## src/sv/foft_pkg.sv

```systemverilog
`default_nettype none

package foft_pkg;

  // Fixed field widths of the transaction ports
  localparam int ActionW = 2;
  localparam int ItemW   = 10;
  localparam int AskedW  = 10;

  typedef enum logic [ActionW-1:0] {
    ACT_INSERT = 2'd0,
    ACT_DELETE = 2'd1,
    ACT_QUERY  = 2'd2
  } action_e;

  typedef enum logic [2:0] {
    ST_CLEAR,
    ST_IDLE,
    ST_CNT,
    ST_HFROM,
    ST_HTO,
    ST_QRY
  } state_e;

  // Controller to datapath
  typedef struct packed {
    logic clr;      // write zero at the sweep address, advance the sweep
    logic accept;   // capture the input transaction, issue first read
    logic cnt_wr;   // write the new count, read histogram at the old count
    logic hist_dec; // move one unit out of the old count, read the new count
    logic hist_inc; // move one unit into the new count
    logic q_load;   // load the query answer into the output register
  } cmd_t;

  // Datapath to controller
  typedef struct packed {
    logic [ActionW-1:0] act;
    logic               item_ok;
    logic               cnt_ok;
    logic               clr_done;
    logic               out_free;
  } sts_t;

endpackage

`default_nettype wire

```

## src/sv/foft_ctrl.sv

```systemverilog
`default_nettype none

module foft_ctrl
  import foft_pkg::*;
(
  input  wire logic clk_i,
  input  wire logic rst_ni,
  input  wire logic in_valid_i,
  output logic      in_ready_o,
  input  wire sts_t sts_i,
  output cmd_t      cmd_o
);

  state_e state_q, state_d;

  always_ff @(posedge clk_i or negedge rst_ni) begin
    if (!rst_ni) begin
      state_q <= ST_CLEAR;
    end else begin
      state_q <= state_d;
    end
  end

  always_comb begin
    state_d = state_q;
    unique case (state_q)
      ST_CLEAR: begin
        if (sts_i.clr_done) state_d = ST_IDLE;
      end
      ST_IDLE: begin
        if (in_valid_i) begin
          unique case (sts_i.act)
            ACT_INSERT, ACT_DELETE: state_d = sts_i.item_ok ? ST_CNT : ST_IDLE;
            ACT_QUERY:              state_d = ST_QRY;
            default:                state_d = ST_IDLE;
          endcase
        end
      end
      ST_CNT: begin
        state_d = sts_i.cnt_ok ? ST_HFROM : ST_IDLE;
      end
      ST_HFROM: state_d = ST_HTO;
      ST_HTO:   state_d = ST_IDLE;
      ST_QRY: begin
        if (sts_i.out_free) state_d = ST_IDLE;
      end
      default: state_d = ST_CLEAR;
    endcase
  end

  always_comb begin
    cmd_o      = '0;
    in_ready_o = 1'b0;
    unique case (state_q)
      ST_CLEAR: cmd_o.clr = 1'b1;
      ST_IDLE: begin
        in_ready_o   = 1'b1;
        cmd_o.accept = in_valid_i;
      end
      ST_CNT:   cmd_o.cnt_wr   = sts_i.cnt_ok;
      ST_HFROM: cmd_o.hist_dec = 1'b1;
      ST_HTO:   cmd_o.hist_inc = 1'b1;
      ST_QRY:   cmd_o.q_load   = sts_i.out_free;
      default: ;
    endcase
  end

endmodule

`default_nettype wire

```

## config.mk

```make
export PLATFORM = sky130hd
export DESIGN_NAME = foft_ctrl
export DESIGN_NICKNAME = d
export VERILOG_FILES = /design/src/sv/foft_pkg.sv /design/src/sv/foft_ctrl.sv
export SDC_FILE = /design/constraint.sdc
export NUM_CORES = 1
export LEC_CHECK = 0
export BUFFER_PORTS_ARGS = -buffer_cell sky130_fd_sc_hd__buf_4
export CORE_AREA = 2 2 39 41
export CTS_BUF_LIST = sky130_fd_sc_hd__clkbuf_8
export CTS_CLUSTER_DIAMETER = 120
export DETAILED_ROUTE_END_ITERATION = 10
export DIE_AREA = 0 0 41 43
export SETUP_SLACK_MARGIN = 0.3
export SLEW_MARGIN = 25
export SYNTH_ARGS = -nofsm -noshare
export SYNTH_HDL_FRONTEND = slang
export SYNTH_SLANG_ARGS = --single-unit
```

## constraint.sdc

```tcl
create_clock -name clk_i -period 3.13 [get_ports clk_i]
set_clock_uncertainty 0.05 [all_clocks]
set_input_delay 0.313 -clock clk_i [delete_from_list [all_inputs] [get_ports clk_i]]
set_output_delay 0.313 -clock clk_i [all_outputs]
set_load 0.005 [all_outputs]
```

==> results by group, run 1 <==
GRT
  – Grt met3 use: 1.57%
  – Met2 Use GR: 10.0%
  – Global-route usage over all layers: 8.04%
  – Global route hottest layer: met1
  – Gr ovfl total: 0
  – Initial antenna violation count: 0
  – Largest net degree at the start of global routing: 12
  – Global-route wire length before repair: 924 um
  – Vias in the first global route: 231
  – Met1 GRT Util: 10.6%

Timing
  – Final min period: 1.57 ns
  – Max Slew Vio Count: 0
  – Max Fclk: 637 MHz
  – Final Cycle Share: 50.2%
  – Final Hold Viols: 0
  – RSZ-0062 raised after global routing: no
  – Slew @ Worst Pin: 0.300 ns
  – Relative slew slack: 80.0%
  – Setup_tns: 0 ns
  – Final setup fails: 0

Pwr
  – Sw Ratio: 29.5%
  – Sequential power share: 28.3%
  – Static Leakage: 0.204 nW
  – Combinational fraction of design power: 32.7%
  – VDD IR-drop max: 0.192 mV
  – Clk pwr share: 39.0%
  – Sw Pwr: 82.0 uW
  – Int Power: 196 uW
  – PwrDens: 700 mW/mm^2

Worst setup path
  – Setup slack, reg-to-reg: 1.80 ns
  – CP endpoint kind: output port
  – Startpoint Class: flop
  – R2R depth: 2
  – Slowest cell on the critical path: dfrtp_1
  – Cells along the critical path: nor3b_2, and2_1, buf_4
  – Buffers and inverters on the worst path: 1
  – Beginning of the worst register-to-register path: state_q[2]$_DFFE_PN0P_
  – Top cell family by delay on the critical path: flip-flops
  – Crit path kind: flop to output port
  – FF-to-FF End: state_q[0]$_DFFE_PN0P_
  – Worst-path maximum fanout: 10
  – CP Data Arrival Time: 1.21 ns
  – CP max stage delay: 0.48 ns
  – CP required: 2.77 ns

Hold path
  – WHS Endpoint: state_q[1]$_DFFE_PN0P_
  – Hold Path Origin: sts_i[2]
  – Hold path depth: 2
  – Hold Path Class: input port to flop

Synth
  – Top-area cell type share of the netlist area: 33.0%
  – Largest area contributor in the netlist: dfrtp_1
  – Post-Synth XOR/XNOR Area: 0%
  – Synth Area in Simple Gates: 41.2%
  – Post-synthesis adder-cell area fraction: 0%
  – Compound-cell area share of the yosys netlist: 17.6%
  – Ys async rst share: 100%
  – Ys Warns: 0
  – Mapped Avg Cell Area: 9.90 sq um
  – Mux cell area share after synthesis: 0%
  – Synth Flop Type: dfrtp_1
  – Synth top cells by count: 3 x and3b_1, 3 x dfrtp_1, 2 x clkbuf_1, 2 x o21ai_0
  – Top cells by area, synth: dfrtp_1 33%, and3b_1 12%, nor3b_2 5.5%, buf_6 4.9%, a32o_1 4.4%
  – Flops & latches, synth: 3
  – Post-Syn Nets: 32
  – Number of enable flip-flop cells after synthesis: 0
  – Largest family of logic cells by synthesized area: simple AND/OR/NAND/NOR gates
  – Syn Std Cell Area: 228 sq um
  – Part of the Yosys area used for sequential elements: 33.0%
  – Synthesized netlist cell count: 23
  – Unique masters post-synth: 17

Floorplan
  – Die area: 0.00176 sq mm
  – Initial core utilization: 16.5%
  – Num rows: 14
  – Die Wd: 41 um
  – Die Y: 43 um
  – Core region area: 0.00138 sq mm
  – Top Ports: 16

Cells and area
  – Synthesis-to-layout area growth: 74.2%
  – Registers with the most flip-flops: state_q: 3 flops
  – Fill count: 152
  – Share of cells above drive strength 1: 47.5%
  – Top reg by flops: state_q
  – Fin cells: 56
  – Ant. Diodes: 0
  – Max reg flops: 3
  – Nets: 50
  – Fin util: 28.7%

Place
  – GP Congestion: 0.662
  – Placed insts: 51
  – Port-buffer cells: 15

Detailed routing
  – WL per Instance: 10.4 um
  – Remaining DRCs: 0
  – Starting DRT DRC Count: 2
  – DR vias/cell: 4.41
  – Routed Antenna Nets: 0
  – Pre-antenna DRT Iters: 2
  – Total wire length: 581 um
  – Via Count: 247

Outcome
  – Outcome: finished clean

Run
  – Max-cap viol count: 0

Clock network
  – Clk_lat worst skew: 0.21 ns
  – Clock transition at path regs: 0.03 ns
  – CTS tree: built
  – CTS Buf Count: 3
  – H-tree Lvls: 1
  – Buffer count from post-CTS setup fixing: 0
  – CTS root buffer: clkbuf_8
  – Sink Count: 3
  – CTS Buffer Depth: 2
-- layer usage --
layer / up-vias / share of wire, %
li1: 123 / -
met1: 115 / 44
met2: 9 / 50
met3: 0 / 6.2
met4: 0 / 0
met5: - / 0
-- layout by cell type (no fill, tap or decap), types with 2 or more instances in the layout --
master / Yosys / layout
o21ai_0: 2 / 2
dfrtp_1: 3 / 3
buf_4: 0 / 15
and3b_1: 3 / 3
clkbuf_8: 0 / 3
-- area by class of cell --
class / count / area [sq um] / share of cell area, %
Tap cell: 16 / 20.0 / 5.05
Multi-Input combinational cell: 17 / 134 / 33.8
Sequential cell: 3 / 75.1 / 18.9
Clock inverter: 1 / 3.75 / 0.946
Timing Repair Buffer: 16 / 123 / 30.9
Clock buffer: 3 / 41.3 / 10.4
-- through the flow --
step           hold slack, ns  total power [mW]  setup slack, ns  instance area (sq um)
6_report                0.335             0.278             1.56                    397
5_1_grt                 0.348             0.300             1.47                    397
3_3_place_gp           0.0547             0.168             1.81                    342
4_1_cts                 0.339             0.282             1.55                    397
3_5_place_dp           0.0551             0.170             1.78                    342
2_1_floorplan         -0.0326             0.129             1.83                    228
-- power groups by stage --
stage	combinational, mW	sequential [mW]	clock (mW)
after floorplan	0.0749	0.0545	0
after global placement	0.0910	0.0767	0
after detailed placement	0.0916	0.0788	0
after CTS	0.0928	0.0785	0.111
after global routing	0.0999	0.0829	0.117
final	0.0908	0.0787	0.108
-- worst max-delay path by stage --
stage	startpoint	endpoint	depth (start not counted)
after floorplan	state_q[2]$_DFFE_PN0P_	cmd_o[4]	3
after global placement	state_q[2]$_DFFE_PN0P_	cmd_o[4]	3
after detailed placement	state_q[0]$_DFFE_PN0P_	cmd_o[4]	3
after CTS	state_q[2]$_DFFE_PN0P_	cmd_o[4]	3
after global routing	state_q[0]$_DFFE_PN0P_	cmd_o[4]	3
final	state_q[0]$_DFFE_PN0P_	cmd_o[4]	3
-- cell families after synthesis --
family,count (synthesis)
AND/OR/NAND/NOR,12
AO/OA/AOI/OAI,5
flip-flops,3
buffers and inverters,3
-- timing repair --
item,CTS,global route
resized for setup,0,0
endpoints found under the hold margin,3,0
setup endpoints to repair,0,0
hold buffers,1,0
Note: power is estimated with default switching activity, not from simulation.
==> inputs of run 2 (changes only) <==
--- a/config.mk
+++ b/config.mk
@@ -5,6 +5,7 @@
 export SDC_FILE = /design/constraint.sdc
 export NUM_CORES = 1
 export LEC_CHECK = 0
+export ABC_AREA = 1
 export BUFFER_PORTS_ARGS = -buffer_cell sky130_fd_sc_hd__buf_4
 export CORE_AREA = 2 2 39 41
 export CTS_BUF_LIST = sky130_fd_sc_hd__clkbuf_8
==> constraint.sdc (replaced) <==
create_clock -name clk_i -period 1.4 [get_ports clk_i]
set_clock_uncertainty 0.05 [all_clocks]
set_input_delay 0.14 -clock clk_i [delete_from_list [all_inputs] [get_ports clk_i]]
set_output_delay 0.14 -clock clk_i [all_outputs]
set_load 0.005 [all_outputs]
==> run 2 against run 1 <==
Compared with the run above:
- wire length is 38% higher
- core utilization is 9.0 points higher
- sequential share of layout area is 4.1 points lower
- combinational power grew to 6.5 times the previous value
- largest power group is now combinational logic
- clock power is 130% higher
==> results by group, run 2 <==
Detailed routing
  – Via Count: 349 (+41%)
  – Total wire length: 800 um (+38%)
  – Remaining DRCs: 0 (unchanged)
  – Starting DRT DRC Count: 4 (+2)
  – Routed Antenna Nets: 0 (unchanged)
  – DR vias/cell: 4.20 (-4.7%)
  – Pre-antenna DRT Iters: 4 (+2)
  – WL per Instance: 9.64 um (-7.1%)

Timing
  – Final Hold Viols: 0 (unchanged)
  – Slew @ Worst Pin: 0.164 ns (-0.136 ns)
  – Final min period: 1.28 ns
  – RSZ-0062 raised after global routing: yes
  – Hold WS: 0.197 ns (-0.138 ns)
  – Final Cycle Share: 91.1%
  – Max Slew Vio Count: 0 (unchanged)
  – Max Fclk: 784 MHz
  – Setup_tns: 0 ns (unchanged)
  – Slack of the critical path: 0.125 ns (-1.44 ns)
  – Final setup fails: 0 (unchanged)
  – Relative slew slack: 89.0% (+9.0 points)

Worst setup path
  – CP max stage delay: 0.44 ns (-0.04 ns)
  – Crit path kind: flop to output port
  – Startpoint Class: flop
  – CP Data Arrival Time: 1.09 ns (-0.12 ns)
  – Top cell family by delay on the critical path: flip-flops
  – Buffers and inverters on the worst path: 2 (+1)
  – CP endpoint kind: output port
  – CP required: 1.21 ns (-1.56 ns)
  – Cells along the critical path: inv_2, nand3_4, nor2_2, buf_4
  – Slowest cell on the critical path: dfrtp_2
  – Worst-path maximum fanout: 4 (-6)

Floorplan
  – Top Ports: 16 (unchanged)
  – Die area: 0.00176 sq mm (unchanged)
  – Initial core utilization: 18.7% (+2.3 points)
  – Die Y: 43 um (unchanged)
  – Die Wd: 41 um (unchanged)
  – Core region area: 0.00138 sq mm (unchanged)
  – Num rows: 14 (unchanged)

Synth
  – Synth top cells by count: 9 x inv_1, 9 x nor2_1, 4 x nand2_1, 3 x dfrtp_1, 3 x nor2_2
  – Ys Warns: 0 (unchanged)
  – Top cells by area, synth: dfrtp_1 29%, inv_1 13%, nor2_1 13%, nor2_2 7.2%, nand2_1 5.8%
  – Ys async rst share: 100% (unchanged)
  – Largest area contributor in the netlist: dfrtp_1
  – Synth Flop Type: dfrtp_1
  – Synthesized netlist cell count: 41 (+78%)
  – Number of enable flip-flop cells after synthesis: 0 (unchanged)
  – Part of the Yosys area used for sequential elements: 29.0% (-4.0 points)
  – Post-Syn Nets: 50 (+56%)
  – Flops & latches, synth: 3 (unchanged)
  – Syn Std Cell Area: 259 sq um (+14%)
  – Top-area cell type share of the netlist area: 29.0% (-4.0 points)
  – Mapped Avg Cell Area: 6.32 sq um (-36%)
  – Unique masters post-synth: 15 (-2)

Place
  – Pre-CTS setup slack: 0.299 ns (-1.48 ns)
  – Port-buffer cells: 15 (unchanged)
  – GP Congestion: 0.723 (+9.2%)
  – Placed insts: 72 (+41%)
  – Hpwl dp: 540 um

GRT
  – Met2 Use GR: 17.5% (+7.5 points)
  – Vias in the first global route: 318 (+38%)
  – Initial antenna violation count: 0 (unchanged)
  – Global-route wire length before repair: 1140 um (+23%)
  – Gr ovfl total: 0 (unchanged)
  – Largest net degree at the start of global routing: 7 (-5)
  – Global route hottest layer: met2
  – Global-route usage over all layers: 10.8% (+2.7 points)
  – Grt met3 use: 4.71% (+3.1 points)
  – Met1 GRT Util: 7.74% (-2.9 points)

Cells and area
  – Fill count: 148 (-2.6%)
  – Ant. Diodes: 0 (unchanged)
  – Top reg by flops: state_q
  – Synthesis-to-layout area growth: 101%
  – Registers with the most flip-flops: state_q: 3 flops
  – Fin cells: 83 (+48%)
  – Register area: 77.6 sq um (+3.3%)
  – Nets: 77 (+54%)
  – Commonest cells after routing, fill and taps aside: 19 x buf_4, 9 x inv_1, 8 x nor2_1, 4 x nand2_1
  – Commonest non-fill, non-tap cell in the layout: buf_4
  – Fin util: 37.7% (+9.0 points)
  – Share of cells above drive strength 1: 55.2% (+7.7 points)
  – Max reg flops: 3 (unchanged)
  – Multi-input gate area: 163 sq um (+21%)

Run
  – Max-cap viol count: 0 (unchanged)

Clock network
  – CTS Buf Count: 3 (unchanged)
  – H-tree Lvls: 1 (unchanged)
  – CTS tree: built
  – Sink Count: 3 (unchanged)
  – CTS Buffer Depth: 2 (unchanged)
  – Clk_lat worst skew: 0.22 ns (about the same)
  – Clock transition at path regs: 0.03 ns (about the same)
  – CTS root buffer: clkbuf_8

Hold path
  – Hold Path Class: input port to async pin

Outcome
  – Outcome: finished clean

Pwr
  – VDD IR-drop max: 0.616 mV (+220%)
  – Static Leakage: 0.291 nW (+43%)
  – PwrDens: 1970 mW/mm^2 (+180%)
## run 2: cell families (layout without fill, tap and decap cells)
family	after synthesis	after routing	share of synthesized area, %
buffers and inverters	11	37	15.9
and+or+nand+nor	23	23	44.9
AOI/OAI and AO/OA	4	4	10.1
DFF	3	3	29.0
## run 2: final timing paths
| path | from | slack (ns) | endpoint | depth (start not counted) |
|---|---|---|---|---|
| worst max-delay path | state_q[2]$_DFFE_PN0P_ | 0.12 | cmd_o[4] | 4 |
| worst min-delay path | rst_ni | 0.20 | state_q[2]$_DFFE_PN0P_ | 2 |
| worst max register to register | state_q[0]$_DFFE_PN0P_ | 0.18 | state_q[2]$_DFFE_PN0P_ | 6 |
| worst min register to register | state_q[2]$_DFFE_PN0P_ | 0.69 | state_q[2]$_DFFE_PN0P_ | 3 |
| max in group asynchronous | rst_ni | 0.99 | state_q[0]$_DFFE_PN0P_ | 2 |
| min in group clk_i | in_valid_i | 0.21 | state_q[0]$_DFFE_PN0P_ | 4 |
## run 2: report_power, final
part / internal [mW] / switching (mW)
combinational: 0.327 / 0.262
sequential: 0.124 / 0.0654
clock: 0.187 / 0.0615
## run 2: layout make-up
| cell class | instances | share of cell area [%] |
|---|---|---|
| Clock buffer | 3 | 7.91 |
| Clock inverter | 1 | 0.719 |
| Inverter | 11 | 7.91 |
| Multi-Input combinational cell | 27 | 31.2 |
| Sequential cell | 3 | 14.9 |
| Tap cell | 16 | 3.84 |
| Timing Repair Buffer | 22 | 33.6 |
## run 2: metrics by stage
stage / power, mW / area, sq um
6_report: 1.03 / 522
5_1_grt: 1.11 / 522
4_1_cts: 0.874 / 470
3_5_place_dp: 0.560 / 392
3_3_place_gp: 0.556 / 392
2_1_floorplan: 0.396 / 259
## run 2: worst reg2reg max path, cell delays in order, from the launching register on
cell and delay (ns):
dfrtp_2 0.45, nor2_4 0.13, buf_4 0.11, buf_4 0.10, nand3b_1 0.11, nand2_1 0.09
o21bai_2 0.07
## run 2: metal layers
metal | vias to the layer above | routed length [um]
met5 | - | 0
met4 | 0 | 31
met3 | 4 | 53
met2 | 11 | 464
met1 | 158 | 250
li1 | 176 | -
## run 2: timing repair
item / 4_1_cts / 5_1_grt
endpoints found under the hold margin: 3 / 0
buffers inserted: 3 / 3
gates resized for setup: 1 / 8
pin swaps: 3 / 3
hold buffers: 1 / 0
setup endpoints to repair: 8 / 10
cloned: 0 / 0
